File: src/hdl/rar_pkg.sv
package rar_pkg;

   localparam int OPERAND_WIDTH = 32;
   localparam int FIELD_WIDTH   = 32;
   localparam int WIDE          = 64;
   localparam int QUEUE_DEPTH   = 2;

   typedef enum logic [1:0] {
      ACT_ADD = 2'd0,
      ACT_SUB = 2'd1,
      ACT_MUL = 2'd2,
      ACT_DIV = 2'd3
   } action_type;

   typedef struct packed {
      action_type                 action;
      logic signed [WIDE-1:0]     an;
      logic signed [WIDE-1:0]     ad;
      logic signed [WIDE-1:0]     bn;
      logic signed [WIDE-1:0]     bd;
      logic                       err;
   } job_type;

   function automatic logic signed [WIDE-1:0] sext_op(input logic [FIELD_WIDTH-1:0] v);
      sext_op = WIDE'(signed'(v[OPERAND_WIDTH-1:0]));
   endfunction

endpackage

File: src/hdl/rar_front.sv
module rar_front (
   input  logic                        clock,
   input  logic                        reset,
   input  logic                        req_valid,
   output logic                        req_ready,
   input  logic [1:0]                  req_action,
   input  logic [31:0]                 req_a_numerator,
   input  logic [31:0]                 req_a_denominator,
   input  logic [31:0]                 req_b_numerator,
   input  logic [31:0]                 req_b_denominator,
   output logic                        job_valid,
   input  logic                        job_ready,
   output rar_pkg::job_type            job
);
   import rar_pkg::*;

   job_type    mem_ff [QUEUE_DEPTH];
   logic       wp_ff, wp_in, rp_ff, rp_in;
   logic [1:0] cnt_ff, cnt_in;
   job_type    entry;
   logic       push, pop;

   always_comb begin
      entry.action = action_type'(req_action);
      entry.an     = sext_op(req_a_numerator);
      entry.ad     = sext_op(req_a_denominator);
      entry.bn     = sext_op(req_b_numerator);
      entry.bd     = sext_op(req_b_denominator);
      entry.err    = (entry.ad == '0) || (entry.bd == '0);
   end

   assign req_ready = (cnt_ff != 2'(QUEUE_DEPTH));
   assign job_valid = (cnt_ff != 2'd0);
   assign job       = mem_ff[rp_ff];
   assign push      = req_valid && req_ready;
   assign pop       = job_valid && job_ready;
   assign wp_in     = push ? ~wp_ff : wp_ff;
   assign rp_in     = pop ? ~rp_ff : rp_ff;
   assign cnt_in    = cnt_ff + 2'(push) - 2'(pop);

   always_ff @(posedge clock) begin
      if (push) begin
         mem_ff[wp_ff] <= entry;
      end
      if (reset) begin
         wp_ff  <= 1'b0;
         rp_ff  <= 1'b0;
         cnt_ff <= 2'd0;
      end else begin
         wp_ff  <= wp_in;
         rp_ff  <= rp_in;
         cnt_ff <= cnt_in;
      end
   end
endmodule

File: config.mk
export PLATFORM = sky130hd
export DESIGN_NAME = rar_front
export DESIGN_NICKNAME = d
export VERILOG_FILES = /design/src/hdl/rar_pkg.sv /design/src/hdl/rar_front.sv
export SDC_FILE = /design/constraint.sdc
export NUM_CORES = 1
export LEC_CHECK = 0
export BUFFER_PORTS_ARGS = -buffer_cell sky130_fd_sc_hd__clkbuf_2
export CAP_MARGIN = 10
export CORE_MARGIN = 2
export CORE_UTILIZATION = 50
export DETAILED_ROUTE_END_ITERATION = 8
export GPL_ROUTABILITY_DRIVEN = 0
export GPL_TIMING_DRIVEN = 0
export PLACE_DENSITY = 0.8
export SLEW_MARGIN = 20
export SYNTH_ARGS = -nofsm -noshare
export SYNTH_HDL_FRONTEND = slang
export SYNTH_SLANG_ARGS = --single-unit
File: constraint.sdc
create_clock -name clock -period 9.2 [get_ports clock]
set_clock_uncertainty 0.15 [all_clocks]
set_input_delay 1.84 -clock clock [delete_from_list [all_inputs] [get_ports clock]]
set_output_delay 1.84 -clock clock [all_outputs]
set_load 0.02 [all_outputs]
==> results.yml, run 1 <==
global_routing:
  antenna_found_initial: 0
  grt_pass1_wl_um: 34300
  overflow: 0
  track_usage: 0.187
  grt_pass1_vias: 6177
  grt_max_degree: 68
die:
  io_pins: 395
  initial_core_util: 0.509
  coreArea_sq_um: 21900
  die_h_um: 153
  num_rows: 54
  fp.dieW_um: 153
  die_area_sq_um: 23500
power:
  intPower_uw: 3080
  cellPowerDensity_nw_per_um2: 321
  peakVddDrop_mv: 0.180
  finalPower_uw: 4660
  p_sw_uw: 1580
  p_clk_frac: 0.237
  p_comb_frac: 0.421
  leakage_uw: 0.00620
  pwr-share-seq: 0.342
  switching_share: 0.338
critical_path:
  required_ns: 7.21
  worst_setup_path_start_kind: "flop"
  r2r_slack_ns: 7.05
  cp-end-kind: "output port"
  setup.worst_path.class: "flop to output port"
  path_max_fanout: 33
  critPathArrivalTime_ns: 2.21
clock_network:
  ctsRootBufferMaster: "clkbuf_16"
  clk_latency_ns: 0.53
  cts.sinks: 267
  ctsLongestPathBuffers: 3
  ctsHoldBuffers: 0
  ctsResizeCount: 0
  clk_transition_reported_paths_ns: 0.06
  cts_tree: "done"
  post-cts-setup-buffers: 0
  cts_made_buffers: 28
  cts_max_level: 1
status:
  status: "finished, final reports clean"
sta:
  period_needed_ns: 4.20
  hold_viol: 0
  min_period_over_period: 0.457
  worst_pin_slew_ns: 0.595
  fmax_ghz: 0.238
  rsz0062_at_grt: "false"
  setup_viol: 0
  relSlewSlack: 0.603
  maxSlewViolCount: 0
  setup_tns_ns: 0
  timing.hold.ws_ns: 0.384
yosys:
  synth-seq-cells: 267
  synthesis.area_sq_um: 11200
  synth_cell_types: 27
  ys_warn_count: 0
  synth_nets: 718
  yosysSeqAreaShare: 0.714
  syn_inst: 582
  avgSynthCellArea_sq_um: 19.2
route:
  viasPerCell: 4.73
  vias: 6198
  detailedRoute.firstIterationViolations: 249
  route.final.wire_length_um: 22900
  wire_per_inst_um: 17.4
  ant_nets: 0
  drc: 0
  firstDrtPassIters: 4
layout:
  finalNetCount: 1146
  area_growth_syn_to_layout_pct: 30.2
  final_cell_area_sq_um: 14500
  n_antenna_cell: 0
  drive_above_1_share: 0.697
hold_path:
  min_path_type: "flop to flop"
placed_design:
  dp_hpwl_um: 16500
  place_area_sq_um: 13600
  portBuffers: 394
run:
  drv_cap: 0
-- path summary, 6_finish.rpt --
kind	from	to	cells past startpoint
worst min register to register	rp_ff	rp_ff	2
worst min-delay path	rp_ff	rp_ff	2
worst max-delay path	flop	job[104]	5
worst max register to register	cnt_ff[0]	mem_ff[0][212]	4
-- worst max-delay path, cell delays in order, from the launching register on --
cell,delay (ns)
dfxtp_1,0.32
buf_6,0.11
buf_2,0.26
mux2_2,0.61
buf_4,0.23
clkbuf_2,0.14
-- Yosys cell counts (all sizes together) --
| cell | n | share of area |
|---|---|---|
| xnor2 | 1 | 0.00079 |
| edfxtp | 262 | 0.71 |
| o22ai | 1 | 0.00056 |
| and3 | 1 | 0.00056 |
| nand2b | 1 | 0.00056 |
| o21a | 1 | 0.00067 |
| nor2 | 3 | 0.0010 |
| nand2 | 1 | 0.00034 |
| nor3 | 1 | 0.00045 |
| or2 | 1 | 0.00056 |
| nor4 | 16 | 0.0090 |
| a21bo | 1 | 0.00090 |
| nor2b | 1 | 0.00056 |
| xor2 | 1 | 0.00079 |
| nand4 | 4 | 0.0022 |
| a21oi | 1 | 0.00045 |
| and2 | 1 | 0.00056 |
| ha | 2 | 0.0022 |
| nand3b | 1 | 0.00067 |
| inv | 2 | 0.00067 |
| dfxtp | 5 | 0.0090 |
| mux2 | 131 | 0.16 |
| buf | 143 | 0.099 |
-- metal layers --
metal  GRT usage  wire [um]  vias to the layer above  share of wire
met5           0          0                        -              0
met1       0.208       8310                     2944           0.36
li1            -          -                     2942              -
met2       0.342      12100                      266           0.53
met4      0.0638        684                        0          0.030
met3      0.0533       1780                       46          0.078
-- kinds of logic (layout without fill, tap and decap cells) --
kind of cell | Yosys count | in the layout | synth area share
buffers and inverters | 145 | 594 | 0.100
and+or+nand+nor | 31 | 31 | 0.0165
muxes | 131 | 131 | 0.163
xor gates and xnor gates | 2 | 2 | 0.00157
adders and majority gates | 2 | 2 | 0.00224
DFF | 267 | 267 | 0.714
AOI/OAI and AO/OA | 4 | 4 | 0.00258
-- power groups by stage --
stage	Sequential (uW)	Combinational, uW	Clock [uW]
floorplan	1630	1420	0
global placement	1650	1930	0
detailed placement	1620	1980	0
CTS	1590	1990	1130
global route	1610	2080	1180
finish	1590	1960	1110
-- sequential cells by signal, indices dropped and copies added, names as in the netlist, named ones only --
register / count
cnt_ff: 2
mem_ff: 262
wp_ff: 1
rp_ff: 1
-- placed cells by master (no fill, tap or decap), types with 2 or more instances in the layout --
master | Yosys | routed
buf_4 | 128 | 128
inv_8 | 0 | 2
nand4_1 | 4 | 4
mux2_2 | 41 | 41
edfxtp_1 | 262 | 262
clkbuf_2 | 0 | 394
clkinv_2 | 0 | 5
bufinv_16 | 0 | 2
nor4_1 | 16 | 16
mux2_4 | 90 | 90
clkbuf_16 | 0 | 29
dfxtp_1 | 5 | 5
buf_6 | 10 | 10
ha_1 | 2 | 2
buf_2 | 4 | 4
clkbuf_8 | 0 | 5
clkinv_1 | 0 | 4
buf_16 | 0 | 3
nor2_1 | 3 | 3
clkbuf_1 | 0 | 4
-- area by class of cell --
cell class / instances / area [sq um]
plain buffers: 143 / 1110
fillers: 1554 / 7370
well taps: 280 / 350
clock buffers: 38 / 810
multi-input cells: 170 / 2070
clock inverters: 13 / 119
flip-flops and latches: 267 / 7970
inverters: 2 / 15.0
repair buffers: 398 / 2070
-- per-stage QoR --
| step | util | setup slack [ns] | std cells |
|---|---|---|---|
| floorplan | - | 3.64 | 582 |
| global placement | 0.616 | 1.80 | 1256 |
| detailed placement | 0.621 | 5.52 | 1260 |
| CTS | 0.663 | 4.95 | 1311 |
| global route | 0.663 | 4.79 | 1311 |
| finish | 0.663 | 5.00 | 1311 |
(Power assumes the default switching activity.)
==> inputs of run 2 (changes only) <==
--- a/config.mk
+++ b/config.mk
@@ -5,14 +5,15 @@
 export SDC_FILE = /design/constraint.sdc
 export NUM_CORES = 1
 export LEC_CHECK = 0
+export ABC_AREA = 1
 export BUFFER_PORTS_ARGS = -buffer_cell sky130_fd_sc_hd__clkbuf_2
 export CAP_MARGIN = 10
 export CORE_MARGIN = 2
-export CORE_UTILIZATION = 50
+export CORE_UTILIZATION = 45
 export DETAILED_ROUTE_END_ITERATION = 8
 export GPL_ROUTABILITY_DRIVEN = 0
 export GPL_TIMING_DRIVEN = 0
-export PLACE_DENSITY = 0.8
+export PLACE_DENSITY = 0.76
 export SLEW_MARGIN = 20
 export SYNTH_ARGS = -nofsm -noshare
 export SYNTH_HDL_FRONTEND = slang
==> constraint.sdc (replaced) <==
create_clock -name clock -period 3.5 [get_ports clock]
set_clock_uncertainty 0.15 [all_clocks]
set_input_delay 0.7 -clock clock [delete_from_list [all_inputs] [get_ports clock]]
set_output_delay 0.7 -clock clock [all_outputs]
set_load 0.02 [all_outputs]
==> run 2 against run 1 <==
  * Final cell count is 9.1% higher
  * Largest cell class unchanged
  * Critical path depth unchanged
  * Largest power group unchanged
  * Die area rose by 13%
  * Combinational power up 140%
==> results.yml, run 2 <==
status:
  status: "finished, final reports clean"
yosys:
  synth_nets: 778
  synth-seq-cells: 267
  synth_area_leader_cell: "edfxtp_1"
  synth.most_common_cell: "edfxtp_1"
  ys_warn_count: 0
  synthTopCellsByCount: "edfxtp_1, buf_4, mux2_4, mux2_2, nor2_1"
  synth_xor_xnor_area_share: 0.000773
  synth_top_family_by_area: "multiplexers"
  synth_cell_types: 19
  synthAdderAreaFrac: 0.00221
  muxShareOfSynthArea: 0.160
  synthTopCellsByArea: "edfxtp_1, mux2_4, buf_4"
  yosysSeqAreaShare: 0.703
  synth_compound_area_frac: 0.00110
  syn_inst: 642
  synthSimpleGateAreaFrac: 0.0264
  synthesis.area_sq_um: 11300
  avgSynthCellArea_sq_um: 17.6
  synth_edf_count: 262
  ys.flop_type: "edfxtp_1"
  netlist.area_leader.share: 0.694
  synthArstFlopShare: 0
critical_path:
  path_buf_inv: 4
  path_max_fanout: 33
  critPathArrivalTime_ns: 2.22
  max_stage_delay_ns: 0.60
  slowest_stage: "mux2_2"
  cp-end-kind: "output port"
  worst_setup_path_start_kind: "flop"
  required_ns: 2.65
  crit_family: "buffers and inverters"
  setup.worst_path.class: "flop to output port"
  worstPathCellList: "buf_6, buf_2, mux2_2, buf_4, clkbuf_2"
route:
  drc: 0
  detailedRoute.firstIterationViolations: 252
  vias: 6438
  ant_nets: 0
  viasPerCell: 4.50
  wire_per_inst_um: 16.8
  firstDrtPassIters: 4
  route.final.wire_length_um: 24100
clock_network:
  post-cts-setup-buffers: 0
  ctsRootBufferMaster: "clkbuf_16"
  clk_latency_ns: 0.54
  ctsResizeCount: 0
  ctsHoldBuffers: 0
  cts.sinks: 267
  cts_tree: "done"
  ctsLongestPathBuffers: 3
  clk_transition_reported_paths_ns: 0.06
  cts_max_level: 1
  cts_made_buffers: 27
die:
  fp.dieW_um: 163
  die_area_sq_um: 26500
  die_h_um: 163
  num_rows: 58
  initial_core_util: 0.454
  coreArea_sq_um: 25000
  io_pins: 395
layout:
  final_core_util: 0.600
  finalNetCount: 1213
  fillers: 1928
  biggestRegsByFlops: "mem_ff: 262 flops, cnt_ff: 2 flops"
  largest_reg_flops: 262
  top_register: "mem_ff"
  drive_above_1_share: 0.662
  area_growth_syn_to_layout_pct: 32.2
  final_common_cell: "clkbuf_2"
  fin_cells: 1430
  final_cell_mix: "clkbuf_2, edfxtp_1, buf_4"
global_routing:
  overflow: 0
  track_usage: 0.172
  top_usage_layer: "met2"
  grtUsageMet3: 0.0550
  antenna_found_initial: 3
  met1_usage: 0.176
  grt_pass1_vias: 6408
  grt_max_degree: 34
  grt_use_met2: 0.334
  grt_pass1_wl_um: 34900
power:
  leakage_uw: 0.00650
  cellPowerDensity_nw_per_um2: 789
  finalPower_uw: 11800
  peakVddDrop_mv: 0.573
sta:
  period_needed_ns: 3.07
  rsz0062_at_grt: "false"
  relSlewSlack: 0.627
  setup_viol: 0
  min_period_over_period: 0.878
  maxSlewViolCount: 0
  fmax_ghz: 0.325
  hold_viol: 0
  worst_pin_slew_ns: 0.559
  timing.hold.ws_ns: 0.201
hold_path:
  min_path_type: "input pin to flop"
placed_design:
  dp_hpwl_um: 18000
  portBuffers: 394
  placedCellCount: 1378
run:
  drv_cap: 0
==> run 2: changes by cell type after synthesis, sizes merged, moves of 3 or more <==
| cell | delta |
|---|---|
| nor2 | +33 |
| inv | +23 |
| nand2 | +22 |
| nor4 | -16 |
| and2 | +4 |
| nor3b | +3 |
==> run 2: area by class of cell <==
type                    count  area [sq um]  area share
repair buffers            406          2260       0.151
clock buffers              36           790      0.0527
plain buffers             143          1110      0.0740
flip-flops and latches    267          7970       0.532
clock inverters            14           169      0.0113
diodes                      2          5.00    0.000334
multi-input cells         207          2170       0.145
well taps                 330           413      0.0276
inverters                  25          93.8     0.00627
==> run 2: logic make-up (layout without fill, tap and decap cells) <==
kind of cell    count (synthesis)  after routing
simple gates                   71             71
buf+inv                       168            624
flops                         267            267
mux                           131            131
xor+xnor                        1              1
compound gates                  2              2
other cells                     0              2
fa+ha+maj                       2              2
==> run 2: path summary, 6_finish.rpt <==
kind	startpoint	endpoint	slack [ns]	cells after the start
worst max-delay path	flop	job[110]	0.43	5
worst min-delay path	req_b_numerator[30]	mem_ff[1][95]	0.20	1
worst max register to register	cnt_ff[0]	mem_ff[1][213]	1.26	7
worst min register to register	rp_ff	rp_ff	0.41	2
==> run 2: metrics by stage <==
step                instance area [sq um]  setup slack (ns)  TNS (ns)
global placement                    13700             -3.40   -886.77
global route                        15000             0.288         0
CTS                                 15000             0.373         0
detailed placement                  14000             0.960         0
finish                              15000             0.426         0
floorplan                           11300             -1.33   -347.29
==> run 2: layer usage <==
metal	wire length, um	up-vias
met5	13	-
met3	2050	45
met1	8360	3051
met4	657	2
met2	13000	248
li1	-	3092
==> run 2: where the power goes <==
group	internal (uW)	switching, uW	leakage [uW]
Sequential	4060	108	0.00249
Combinational	2040	2570	0.00353
Clock	1870	1150	0.000478
==> inputs of run 3 (changes only) <==
--- a/config.mk
+++ b/config.mk
@@ -6,14 +6,14 @@
 export NUM_CORES = 1
 export LEC_CHECK = 0
 export ABC_AREA = 1
-export BUFFER_PORTS_ARGS = -buffer_cell sky130_fd_sc_hd__clkbuf_2
 export CAP_MARGIN = 10
 export CORE_MARGIN = 2
-export CORE_UTILIZATION = 45
+export CORE_UTILIZATION = 50
 export DETAILED_ROUTE_END_ITERATION = 8
+export DONT_BUFFER_PORTS = 1
 export GPL_ROUTABILITY_DRIVEN = 0
 export GPL_TIMING_DRIVEN = 0
-export PLACE_DENSITY = 0.76
+export PLACE_DENSITY = 0.68
 export SLEW_MARGIN = 20
 export SYNTH_ARGS = -nofsm -noshare
 export SYNTH_HDL_FRONTEND = slang
==> run 3 against run 2 <==
  * Setup slack improved by 0.12 ns
  * Clock-buffer cell count is 1 higher
  * Non-clock buffer count decreased by 396
  * Design area decreased by 15%
  * Critical endpoint is now job[115]
  * Worst hold slack got worse by 0.097 ns
  * Flip-flop and latch count stayed put
  * Sequential share of layout area up 9.3 points
  * Routed wire length is 13% lower
  * Combinational power fell by 19%
  * Via count down 23%
  * Global-route usage shrank 0.65 points
==> results.yml, run 3 (synthesis results as in run 2) <==
critical_path:
  worst_setup_path_start_kind: "flop"
  worstPathCellList: "buf_6, buf_2, mux2_2, buf_4"
  slowest_stage: "mux2_2"
  setup.worst_path.class: "flop to output port"
  critPathArrivalTime_ns: 2.10
  max_stage_delay_ns: 0.63
  path_max_fanout: 33
  required_ns: 2.65
  cp-end-kind: "output port"
layout:
  final_cell_mix: "edfxtp_1, buf_4, mux2_4"
  area_growth_syn_to_layout_pct: 12.5
  finalNetCount: 817
  largest_reg_flops: 262
  top_register: "mem_ff"
  biggestRegsByFlops: "mem_ff: 262 flops, cnt_ff: 2 flops"
  fin_cells: 983
  n_antenna_cell: 0
  drive_above_1_share: 0.460
  final_common_cell: "edfxtp_1"
power:
  p_sw_uw: 3480
  leakage_uw: 0.00476
  peakVddDrop_mv: 0.507
  p_comb_frac: 0.355
  p_clk_frac: 0.247
  cellPowerDensity_nw_per_um2: 823
  switching_share: 0.332
  intPower_uw: 7020
  pwr-share-seq: 0.398
die:
  initial_core_util: 0.505
  fp.dieW_um: 155
  num_rows: 55
  die_area_sq_um: 23900
  io_pins: 395
  coreArea_sq_um: 22400
  die_h_um: 155
clock_network:
  cts.sinks: 267
  ctsResizeCount: 0
  clk_transition_reported_paths_ns: 0.06
  ctsLongestPathBuffers: 3
  cts_tree: "done"
  ctsRootBufferMaster: "clkbuf_16"
  post-cts-setup-buffers: 0
  cts_made_buffers: 27
  cts_max_level: 1
  ctsHoldBuffers: 0
  clk_latency_ns: 0.51
status:
  status: "finished, final reports clean"
run:
  drv_cap: 0
placed_design:
  placedCellCount: 937
  portBuffers: 0
  dp_hpwl_um: 15600
  place_ws_ns: 0.873
global_routing:
  grt_pass1_vias: 5080
  grt_max_degree: 34
  overflow: 0
  track_usage: 0.166
  grt_pass1_wl_um: 30000
  antenna_found_initial: 0
sta:
  maxSlewViolCount: 0
  relSlewSlack: 0.482
  rsz0062_at_grt: "false"
  setup_viol: 0
  hold_viol: 0
  layout_setup_ws_ns: 0.549
  fmax_ghz: 0.339
  period_needed_ns: 2.95
  worst_pin_slew_ns: 0.775
  min_period_over_period: 0.843
route:
  route.final.wire_length_um: 21000
  detailedRoute.firstIterationViolations: 228
  met3WireLength_um: 2310
  ant_nets: 0
  wl_met2_um: 11200
  viasPerCell: 5.06
  highest_layer: "met4"
  wl_met1_um: 7080
  wire_per_inst_um: 21.4
  drc: 0
  firstDrtPassIters: 4
  vias: 4975
hold_path:
  min_path_type: "input pin to flop"
-- run 3: path summary, 6_finish.rpt --
path | from | end | slack, ns | depth (start not counted)
max | flop | job[115] | 0.55 | 4
min | reset | cnt_ff[0] | 0.10 | 1
max reg2reg | cnt_ff[0] | mem_ff[1][198] | 0.89 | 7
min reg2reg | rp_ff | flop | 0.40 | 2
-- run 3: power by group through the flow --
stage | clock network, uW | registers [uW] | logic [uW]
global route | 2770 | 4220 | 3920
floorplan | 0 | 4270 | 3210
global placement | 0 | 4320 | 3590
finish | 2590 | 4180 | 3730
detailed placement | 0 | 4250 | 3780
CTS | 2660 | 4180 | 3790
-- run 3: critical path, delay by kind of cell (launching register included) --
| kind | cells | cell delay, ns |
|---|---|---|
| flip-flops | 1 | 0.32 |
| buffers and inverters | 3 | 0.63 |
| multiplexers | 1 | 0.63 |
-- run 3: per-stage QoR --
stage           util  hold WS (ns)  setup TNS, ns  area, sq um  power (uW)
6_report       0.568         0.104              0        12700       10500
5_1_grt        0.568        0.0792              0        12700       10900
4_1_cts        0.568        0.0790              0        12700       10600
3_5_place_dp   0.532         0.391              0        11900        8030
3_3_place_gp   0.521         0.368        -780.55        11700        7910
2_1_floorplan      -         0.357        -347.29        11300        7480
-- run 3: layer usage --
metal  global-route usage  vias to the layer above
met5                    0                        -
met4               0.0476                        0
met3               0.0714                       31
met2                0.304                      248
met1                0.172                     2429
li1                     -                     2267
-- run 3: area by class of cell --
| type | instances | area [sq um] |
|---|---|---|
| clock inverters | 9 | 48.8 |
| inverters | 25 | 93.8 |
| clock buffers | 37 | 754 |
| fillers | 1699 | 9690 |
| well taps | 285 | 357 |
| repair buffers | 10 | 245 |
| plain buffers | 143 | 1110 |
| multi-input cells | 207 | 2170 |
| flip-flops and latches | 267 | 7970 |
